File: src/rtl/lkv_pkg.sv
// Package: shared constants, request/response payload types and controller commands.
`default_nettype none
package lkv_pkg;

    localparam int MAX_ENTRIES = 16;
    localparam int IDX_W       = (MAX_ENTRIES > 1) ? $clog2(MAX_ENTRIES) : 1;
    localparam int CNT_W       = $clog2(MAX_ENTRIES + 1);
    localparam int CAP_W       = 5;
    localparam int CMP_W       = (CNT_W > CAP_W) ? CNT_W : CAP_W;

    localparam logic [CAP_W-1:0] CAP_RESET = 5'd16;

    localparam logic OP_LOOKUP = 1'b0;
    localparam logic OP_WRITE  = 1'b1;

    localparam logic signed [31:0] MISS_VALUE = -32'sd1;

    typedef struct packed {
        logic               op;
        logic signed [31:0] key;
        logic signed [31:0] write_value;
    } req_t;

    typedef struct packed {
        logic               hit;
        logic signed [31:0] read_value;
        logic               evicted;
        logic signed [31:0] evicted_key;
    } rsp_t;

    typedef struct packed {
        logic capture;
        logic search;
        logic commit;
    } cmd_t;

endpackage
`default_nettype wire

File: src/rtl/lkv_ctrl.sv
// Controller: sequences capture, search and commit of one transaction at a time.
`default_nettype none
module lkv_ctrl
    import lkv_pkg::*;
(
    input  wire  clk,
    input  wire  rst_n,
    input  wire  in_valid,
    output logic in_stall,
    output logic out_valid,
    input  wire  out_stall,
    output cmd_t cmd
);

    typedef enum logic [2:0] {
        S_IDLE   = 3'b001,
        S_SEARCH = 3'b010,
        S_COMMIT = 3'b100
    } state_t;

    state_t state_reg, state_next;
    logic   out_valid_reg, out_valid_next;
    logic   out_free;

    assign in_stall  = (state_reg != S_IDLE);
    assign out_valid = out_valid_reg;
    assign out_free  = !out_valid_reg || !out_stall;

    always_comb
    begin
        state_next     = state_reg;
        out_valid_next = out_valid_reg && out_stall;
        cmd            = '0;
        unique case (state_reg)
            S_IDLE:
            begin
                if (in_valid)
                begin
                    cmd.capture = 1'b1;
                    state_next  = S_SEARCH;
                end
            end
            S_SEARCH:
            begin
                cmd.search = 1'b1;
                state_next = S_COMMIT;
            end
            S_COMMIT:
            begin
                // hold until the output register is free or drains now
                if (out_free)
                begin
                    cmd.commit     = 1'b1;
                    out_valid_next = 1'b1;
                    state_next     = S_IDLE;
                end
            end
            default:
            begin
                state_next = S_IDLE;
            end
        endcase
    end

    always_ff @(posedge clk or negedge rst_n)
    begin
        if (!rst_n)
        begin
            state_reg     <= S_IDLE;
            out_valid_reg <= 1'b0;
        end
        else
        begin
            state_reg     <= state_next;
            out_valid_reg <= out_valid_next;
        end
    end

endmodule
`default_nettype wire

File: src/rtl/lkv_datapath.sv
// Datapath: entry store, parallel key compare, recency ranks and result register.
`default_nettype none
module lkv_datapath
    import lkv_pkg::*;
(
    input  wire              clk,
    input  wire              rst_n,
    input  wire              cfg_we,
    input  wire  [CAP_W-1:0] cfg_wdata,
    input  req_t             in_data,
    input  cmd_t             cmd,
    output rsp_t             out_data
);

    logic [CAP_W-1:0]      cap_reg;
    req_t                  req_reg;
    logic signed [31:0]    key_reg   [MAX_ENTRIES];
    logic signed [31:0]    value_reg [MAX_ENTRIES];
    logic [IDX_W-1:0]      rank_reg  [MAX_ENTRIES];
    logic [MAX_ENTRIES-1:0] valid_reg;
    logic [CNT_W-1:0]      count_reg;
    rsp_t                  rsp_reg;

    // search results
    logic                  hit_reg, hit_next;
    logic                  full_reg, full_next;
    logic [IDX_W-1:0]      hit_idx_reg, hit_idx_next;
    logic [IDX_W-1:0]      victim_idx_reg, victim_idx_next;
    logic [IDX_W-1:0]      free_idx_reg, free_idx_next;

    logic [CMP_W-1:0]      eff_cap;
    logic [IDX_W-1:0]      oldest_rank;
    logic [IDX_W-1:0]      target;
    logic [CNT_W-1:0]      threshold;
    logic                  do_update;
    logic                  do_insert;
    logic                  do_evict;

    assign out_data = rsp_reg;

    always_comb
    begin
        if (cap_reg == '0)
            eff_cap = CMP_W'(1);
        else if (CMP_W'(cap_reg) > CMP_W'(MAX_ENTRIES))
            eff_cap = CMP_W'(MAX_ENTRIES);
        else
            eff_cap = CMP_W'(cap_reg);
    end

    // ranks of valid entries form 0..count-1, so the oldest has rank count-1
    assign oldest_rank = IDX_W'(count_reg - CNT_W'(1));

    always_comb
    begin
        hit_next        = 1'b0;
        hit_idx_next    = '0;
        victim_idx_next = '0;
        free_idx_next   = '0;
        full_next       = (CMP_W'(count_reg) >= eff_cap);
        for (int i = 0; i < MAX_ENTRIES; i++)
        begin
            if (valid_reg[i] && key_reg[i] == req_reg.key)
            begin
                hit_next     = 1'b1;
                hit_idx_next = hit_idx_next | IDX_W'(i);
            end
            if (valid_reg[i] && rank_reg[i] == oldest_rank)
                victim_idx_next = victim_idx_next | IDX_W'(i);
        end
        // lowest free slot wins
        for (int i = MAX_ENTRIES - 1; i >= 0; i--)
        begin
            if (!valid_reg[i])
                free_idx_next = IDX_W'(i);
        end
    end

    always_comb
    begin
        do_update = hit_reg || (req_reg.op == OP_WRITE);
        do_evict  = !hit_reg && (req_reg.op == OP_WRITE) && full_reg;
        do_insert = !hit_reg && (req_reg.op == OP_WRITE) && !full_reg;
        priority if (hit_reg)
            target = hit_idx_reg;
        else if (full_reg)
            target = victim_idx_reg;
        else
            target = free_idx_reg;
        // an insert ages every valid entry, since all ranks sit below count
        if (do_insert)
            threshold = count_reg;
        else
            threshold = CNT_W'(rank_reg[target]);
    end

    always_ff @(posedge clk or negedge rst_n)
    begin
        if (!rst_n)
        begin
            cap_reg   <= CAP_RESET;
            valid_reg <= '0;
            count_reg <= '0;
            for (int i = 0; i < MAX_ENTRIES; i++)
                rank_reg[i] <= '0;
        end
        else
        begin
            if (cfg_we)
                cap_reg <= cfg_wdata;
            if (cmd.commit && do_update)
            begin
                for (int i = 0; i < MAX_ENTRIES; i++)
                begin
                    if (IDX_W'(i) == target)
                        rank_reg[i] <= '0;
                    else if (valid_reg[i] && CNT_W'(rank_reg[i]) < threshold)
                        rank_reg[i] <= rank_reg[i] + IDX_W'(1);
                end
            end
            if (cmd.commit && do_insert)
            begin
                valid_reg[target] <= 1'b1;
                count_reg         <= count_reg + CNT_W'(1);
            end
        end
    end

    always_ff @(posedge clk)
    begin
        if (cmd.capture)
            req_reg <= in_data;
        if (cmd.search)
        begin
            hit_reg        <= hit_next;
            full_reg       <= full_next;
            hit_idx_reg    <= hit_idx_next;
            victim_idx_reg <= victim_idx_next;
            free_idx_reg   <= free_idx_next;
        end
        if (cmd.commit)
        begin
            if (req_reg.op == OP_WRITE)
                value_reg[target] <= req_reg.write_value;
            if (do_evict || do_insert)
                key_reg[target] <= req_reg.key;
            rsp_reg.hit         <= hit_reg;
            rsp_reg.evicted     <= do_evict;
            rsp_reg.evicted_key <= do_evict ? key_reg[target] : 32'sd0;
            if (req_reg.op == OP_WRITE)
                rsp_reg.read_value <= 32'sd0;
            else if (hit_reg)
                rsp_reg.read_value <= value_reg[target];
            else
                rsp_reg.read_value <= MISS_VALUE;
        end
    end

endmodule
`default_nettype wire

File: src/rtl/lru_key_value_cache_top.sv
// Top level: fully associative key-value cache with least-recently-used replacement.
// Sequence: a transaction accepted in idle is captured, then searched against every key in
//   parallel, then committed to the output register; commit waits while the output stalls.
// The controller takes one transaction at a time through capture, search and commit and
//   stalls its input meanwhile; the next request is taken while a result waits in the output.
// Reset (rst_n, async, active low): the store is empty, capacity reads 16, no result pending.
`default_nettype none
module lru_key_value_cache_top
    import lkv_pkg::*;
(
    input  wire              clk,
    input  wire              rst_n,
    input  wire              cfg_we,
    input  wire  [CAP_W-1:0] cfg_wdata,
    input  wire              in_valid,
    output logic             in_stall,
    input  req_t             in_data,
    output logic             out_valid,
    input  wire              out_stall,
    output rsp_t             out_data
);

    cmd_t cmd;

    // Controller: one request in flight; hold commit while the output is stalled.
    lkv_ctrl u_ctrl (
        .clk       (clk),
        .rst_n     (rst_n),
        .in_valid  (in_valid),
        .in_stall  (in_stall),
        .out_valid (out_valid),
        .out_stall (out_stall),
        .cmd       (cmd)
    );

    // Datapath: compare all sixteen keys at once, pick hit, victim or free slot,
    // then update values and ranks and load the result register on commit.
    lkv_datapath u_datapath (
        .clk       (clk),
        .rst_n     (rst_n),
        .cfg_we    (cfg_we),
        .cfg_wdata (cfg_wdata),
        .in_data   (in_data),
        .cmd       (cmd),
        .out_data  (out_data)
    );

endmodule
`default_nettype wire

File: config.mk
export PLATFORM = sky130hd
export DESIGN_NAME = lru_key_value_cache_top
export DESIGN_NICKNAME = d
export VERILOG_FILES = /design/src/rtl/lkv_pkg.sv /design/src/rtl/lkv_ctrl.sv /design/src/rtl/lkv_datapath.sv /design/src/rtl/lru_key_value_cache_top.sv
export SDC_FILE = /design/constraint.sdc
export NUM_CORES = 2
export LEC_CHECK = 0
export ABC_AREA = 1
export BUFFER_PORTS_ARGS = -buffer_cell sky130_fd_sc_hd__buf_2
export CORE_MARGIN = 2
export CORE_UTILIZATION = 45
export DETAILED_ROUTE_END_ITERATION = 8
export HOLD_SLACK_MARGIN = 0.05
export SLEW_MARGIN = 20
export SYNTH_ARGS = -nofsm -noshare
export SYNTH_HDL_FRONTEND = slang
export SYNTH_SLANG_ARGS = --single-unit
File: constraint.sdc
create_clock -name clk -period 9 [get_ports clk]
set_clock_uncertainty 0.15 [all_clocks]
set_input_delay 0 -clock clk [delete_from_list [all_inputs] [get_ports clk]]
set_output_delay 0 -clock clk [all_outputs]
set_load 0.005 [all_outputs]
## Word level (Yosys, flattened, before mapping)

Memories as Yosys holds them, arrays and structs flattened. A register that Yosys moved wholly into a read port is not among the register bits.
Index checks and enable logic that the tools add are counted.

- Register bits: 207
- RAM bits: 1024
- Bits of input ports: 75
- Output and inout port bits: 68
- Memories kept: 2

Memories:

| name | depth | bits a word | read ports | clocked after Yosys merged registers in | write ports | line | RTL |
|---|---|---|---|---|---|---|---|
| u_datapath.key_reg | 16 | 32 | 17 | 1 | 1 | lkv_datapath.sv:17 | `logic signed [31:0] key_reg [MAX_ENTRIES];` |
| u_datapath.value_reg | 16 | 32 | 1 | 0 | 1 | lkv_datapath.sv:18 | `logic signed [31:0] value_reg [MAX_ENTRIES];` |

- Add/sub/neg operators: 18
- Magnitude comparators: 21
- Equal/unequal tests: 52
- Mux-type cells: 101
- Bitwise gates (word level): 2
- Reductions and logical operators: 107

Operators with widths:

| kind | count |
|---|---|
| 32-bit equality test | 16 |
| 4-bit two-way mux | 56 |
| 4-bit by 5-bit < comparator with 1-bit output | 16 |
| 4-bit by 1-bit adder with 4-bit output (second input constant) | 16 |
| 4-bit equality test | 15 |
| 1-bit logical AND | 54 |
| 3-bit two-way mux | 14 |
| 2-bit AND reduction | 18 |
| 4-bit equality test (first input constant) | 8 |
| 32-bit two-way mux | 1 |
| 2-bit nonzero test | 16 |
| 1-bit two-way mux | 18 |
| 4-bit binary-select mux with 4-bit select | 1 |
| 3-bit by 4-bit equality test with 1-bit output (first input constant) | 4 |
| 16-bit OR | 1 |
| 8-bit OR reduction | 2 |
| 5-bit two-way mux | 3 |
| 15-bit OR reduction | 1 |
| 2-bit two-way mux | 6 |
| 3-bit case mux with 3 select lines | 1 |
| 2-bit by 4-bit equality test with 1-bit output (first input constant) | 2 |
| 8-bit AND reduction | 1 |
| 4-bit OR reduction | 2 |
| 5-bit by 1-bit adder with 5-bit output (second input constant) | 1 |
| other kinds (21) | 28 |

## Depth between registers and ports, before layout

- Word-level depth: 16
- Gate-level depth with buffers: 24

## Cells and area by module

A second synthesis with hierarchy kept.

- Cell total of the unflattened synthesis: 4999
- Area total of the unflattened synthesis: 57520.2 sq um

By module, submodules not included:

| module | instances | cells an instance | area each (sq um) | seq. area each (sq um) |
|---|---|---|---|---|
| lkv_datapath | 1 | 4975 | 57331.2 | 37357.1 |
| lkv_ctrl | 1 | 24 | 188.9 | 101.3 |

## Worst setup path after synthesis

No wires, ideal clock.

- Path type: register -> register
- Start: reg u_ctrl.state_reg[1]
- End: mem u_datapath.key_reg[13][0] (enable)
- Library setup time: 0.461 ns
- Data arrival time: 6.741 ns
- Required time: 8.389 ns
- Setup slack: 1.648 ns
- Stages on the path, launching flop included: 7
- Buffers on the path: 1
- Period minus slack after synthesis: 7.352 ns
- Cells stage by stage: dfrtp_1 nor3_1 inv_1 nor2_1 nand2_1 clkbuf_1 nor3_1

RTL lines:

| what | line | RTL |
|---|---|---|
| from (decl) | lkv_ctrl.sv:21 | `state_t state_reg, state_next;` |
| from (signal assigned) | lkv_ctrl.sv:74 | `state_reg <= state_next;` |
| to (decl) | lkv_datapath.sv:17 |  |

## Worst setup path after layout

- Start: reg u_datapath.hit_reg
- End: reg u_datapath.rank_reg[44] (netlist name)

- Longest elaborated chain between the ends: 10
- Elaborated cells between the ends (all ways): 17

RTL lines:

| what | line | RTL |
|---|---|---|
| from (decl) | lkv_datapath.sv:25 | `logic hit_reg, hit_next;` |
| from (signal assigned) | lkv_datapath.sv:135 | `hit_reg <= hit_next;` |
| 4-bit two-way mux | lkv_datapath.sv:84 | `priority if (hit_reg)` |
| 4-bit NOT with 5-bit output (not written as such) | lkv_datapath.sv:94 | `threshold = CNT_W'(rank_reg[target]);` |
| 4-bit binary-select mux with 4-bit select | lkv_datapath.sv:94 |  |
| 4-bit two-way mux (not written as such) (2 in series) | lkv_datapath.sv:94 |  |
| 5-bit two-way mux | lkv_datapath.sv:91 | `if (do_insert)` |
| 4-bit by 5-bit < comparator with 1-bit output | lkv_datapath.sv:117 | `else if (valid_reg[i] && CNT_W'(rank_reg[i]) < threshold)` |
| 1-bit logical AND | lkv_datapath.sv:117 |  |
| 2-bit nonzero test (no line) | -- |  |
| 2-bit AND reduction (no line) | -- |  |
| to (signal, indexed assignment) | lkv_datapath.sv:118 | `rank_reg[i] <= rank_reg[i] + IDX_W'(1);` |
| to (decl) | lkv_datapath.sv:19 | `logic [IDX_W-1:0] rank_reg [MAX_ENTRIES];` |

Parallel ways exist; a longest one is shown, timed or not. The select of a mux whose other input is x is not followed.
A chain may end at the register's enable or synchronous reset.

==> impl_metrics.json <==
{
  "crit_path_end_kind": "flip-flop",
  "netlist.area_leader.share_pct": 61.8,
  "syn_nets": 4890,
  "critical_path_required_ns": 9.53,
  "timing.rr.start": "u_datapath.hit_reg",
  "ant_nets": 0,
  "synth_edf_count": 1169,
  "cp_data_arrival_time_ns": 6.37,
  "status": "finished, final reports clean",
  "grt_pass1_wl_um": 294000,
  "powerDensity_mw_per_mm2": 259,
  "period_share_pct": 64.9,
  "rsz0062_at_grt": "false",
  "cts.sinks": 1263,
  "async_flop_share_pct": 7.44,
  "design.core.area_mm2": 0.125,
  "maxSlewViolCount": 0,
  "clkTransAtPathRegs_ns": 0.06,
  "cts_root_buffer": "clkbuf_16",
  "r2r_cells": 19,
  "htreeDepth": 4,
  "ctsResizeCount": 0,
  "portBuffers": 142,
  "die_w_um": 359,
  "postSynthCellCount": 4744,
  "endpoint": "u_datapath.rank_reg[44]",
  "place_congestion": 0.981,
  "power_leakage_nw": 23.5,
  "nets": 5196,
  "grtUsageTotal_pct": 31.5,
  "fmax_ghz": 0.171,
  "hold_viol_final": 0,
  "vias": 43120,
  "setup_viol": 0,
  "clk_path_buf_depth": 3,
  "drt-total-wl_um": 208000,
  "synth_area_leader_cell": "edfxtp_1",
  "ys_seq_area_share_pct": 66.0,
  "clk_latency_ns": 0.81,
  "yosys-top-cells-count": "edfxtp_1, nand2_1, a22oi_1, inv_1, nor2_1",
  "yosysMostFrequentCell": "edfxtp_1",
  "fp.dieArea_mm2": 0.129,
  "cts_tree": "done",
  "reg2reg_setup_slack_ns": 3.16,
  "dp.final_hpwl_um": 132000,
  "wl_per_cell_um": 30.5,
  "drtIter0Drc": 6738,
  "io_pins": 143,
  "slew_headroom_pct": 26.0,
  "tightestPinTransition_ns": 1.11,
  "drv_cap": 0,
  "worstPathMaxFanout": 122,
  "yosys-top-cells-area": "edfxtp_1, a22oi_1, nand2_1",
  "min_period_ns": 5.84,
  "ys_types": 61,
  "drive_gt1_share_pct": 11.8,
  "tns_ns": 0,
  "grt_overflow": 0,
  "grt_pass1_vias": 40500,
  "drc_errors": 0,
  "fp.dieH_um": 359,
  "peakVddDrop_uv": 231,
  "fp-row-count": 130,
  "cts_buffers": 140,
  "initial_utilization_pct": 45.3,
  "synthToLayoutAreaGrowth_pct": 16.2,
  "power.total_mw": 17.1,
  "grt_max_degree": 131,
  "cp-start-kind": "flip-flop",
  "antenna_found_initial": 5,
  "ys_ff_latch": 1263,
  "reg2reg_to": "u_datapath.rank_reg[44]",
  "yosysWarnings": 0,
  "synth_ff_type": "edfxtp_1",
  "crit_start": "u_datapath.hit_reg",
  "hold_class": "in2async",
  "crit_type": "reg2reg",
  "syn_avg_cell_area_um2": 12.0,
  "vias_per_cell": 6.33,
  "syn-cell-area_mm2": 0.0568,
  "first_pass_iters": 6
}
==> critical path, cell delays in order, from the launching register on <==
cell and delay [ns]:
edfxtp_1 0.41, inv_2 0.64, or2_0 0.58, nand2_8 0.15, nand2_2 0.58, inv_8 0.42
a22oi_1 0.33, nand2_1 0.12, nand2_1 0.13, nand3_1 0.11, o22ai_1 0.54, buf_4 0.40
ha_1 0.29, and3_1 0.18, nand2_1 0.06, nand2_1 0.05, nand2_1 0.14, nand2_1 0.12
nand2_1 0.10, nand2_1 0.05
==> power by group <==
part	internal [mW]	switching [mW]	leakage, nW	total [mW]
registers	6.89	0.302	11.7	7.19
clock network	3.38	2.47	2.25	5.85
logic	1.13	2.96	9.58	4.09
==> metrics by stage <==
step	setup WS (ns)	utilization, %	hold WS (ns)	instance area [um2]	std cells
CTS	3.38	52.6	0.239	65900	6803
detailed placement	3.39	47.6	-0.0819	59700	6397
finish	3.16	52.6	0.227	66000	6807
floorplan	1.65	-	-0.446	56800	4744
global placement	3.62	47.6	-0.0796	59700	6397
global route	2.97	52.6	0.270	66000	6806
==> routing by layer <==
layer,vias up,GRT usage (%),routed length [um]
met3,448,7.28,23300
met2,2729,45.8,89600
met5,-,0,9
met4,2,13.0,9080
met1,21666,45.5,85600
li1,18275,-,-
==> timing repair <==
item	4_1_cts	5_1_grt
hold buffers	158	0
buffers inserted	0	0
endpoints found under the hold margin	214	0
==> worst min-delay path by stage <==
stage / start / end / slack [ns] / cells past startpoint
after floorplan: rst_n / u_ctrl.out_valid / -0.45 / 0
after global placement: rst_n / u_datapath.rank_reg[21] / -0.08 / 1
after detailed placement: rst_n / u_datapath.rank_reg[20] / -0.08 / 1
after CTS: rst_n / u_ctrl.state_reg[0] / 0.24 / 3
after global routing: rst_n / u_datapath.cap_reg[4] / 0.27 / 3
final: rst_n / u_ctrl.state_reg[0] / 0.23 / 3
==> logic make-up after synthesis <==
family                     after synthesis  share of synthesized area, %
and+or+nand+nor                       1401                          10.9
DFF                                   1263                          66.0
AOI/OAI and AO/OA                     1214                          14.3
buffers and inverters                  591                          4.19
xor gates and xnor gates               202                          3.12
adders and majority gates               71                          1.56
muxes                                    2                        0.0375
==> layout make-up <==
cell class              instances  area (um2)
fillers                     10708       59400
flip-flops and latches       1263       37500
multi-input cells            2890       17200
clock buffers                 173        3690
repair buffers                421        3300
well taps                    1650        2060
inverters                     334        1280
clock inverters                75         952
diodes                          1        2.50
==> layout by cell type, fill, tap and decap left out, types with 25 or more instances in the layout <==
cell type / netlist / final
a21oi_1: 143 / 143
a221oi_1: 42 / 42
a22oi_1: 426 / 426
a31oi_1: 31 / 31
a41oi_1: 25 / 25
buf_2: 94 / 141
buf_4: 6 / 117
clkbuf_1: 136 / 28
clkbuf_16: 0 / 141
clkinv_1: 8 / 32
dfrtp_1: 92 / 92
dlygate4sd3_1: 0 / 157
edfxtp_1: 1169 / 1169
ha_1: 71 / 71
inv_1: 313 / 312
nand2_1: 722 / 720
nand2_2: 29 / 29
nand3_1: 135 / 135
nand4_1: 43 / 43
nor2_1: 282 / 255
nor2_4: 1 / 30
nor3_1: 45 / 36
nor4_1: 51 / 51
o21ai_0: 214 / 213
o221ai_1: 46 / 46
o22ai_1: 190 / 190
or2_2: 32 / 32
xnor2_1: 128 / 127
xor2_1: 74 / 74
(Power assumes the default switching activity.)
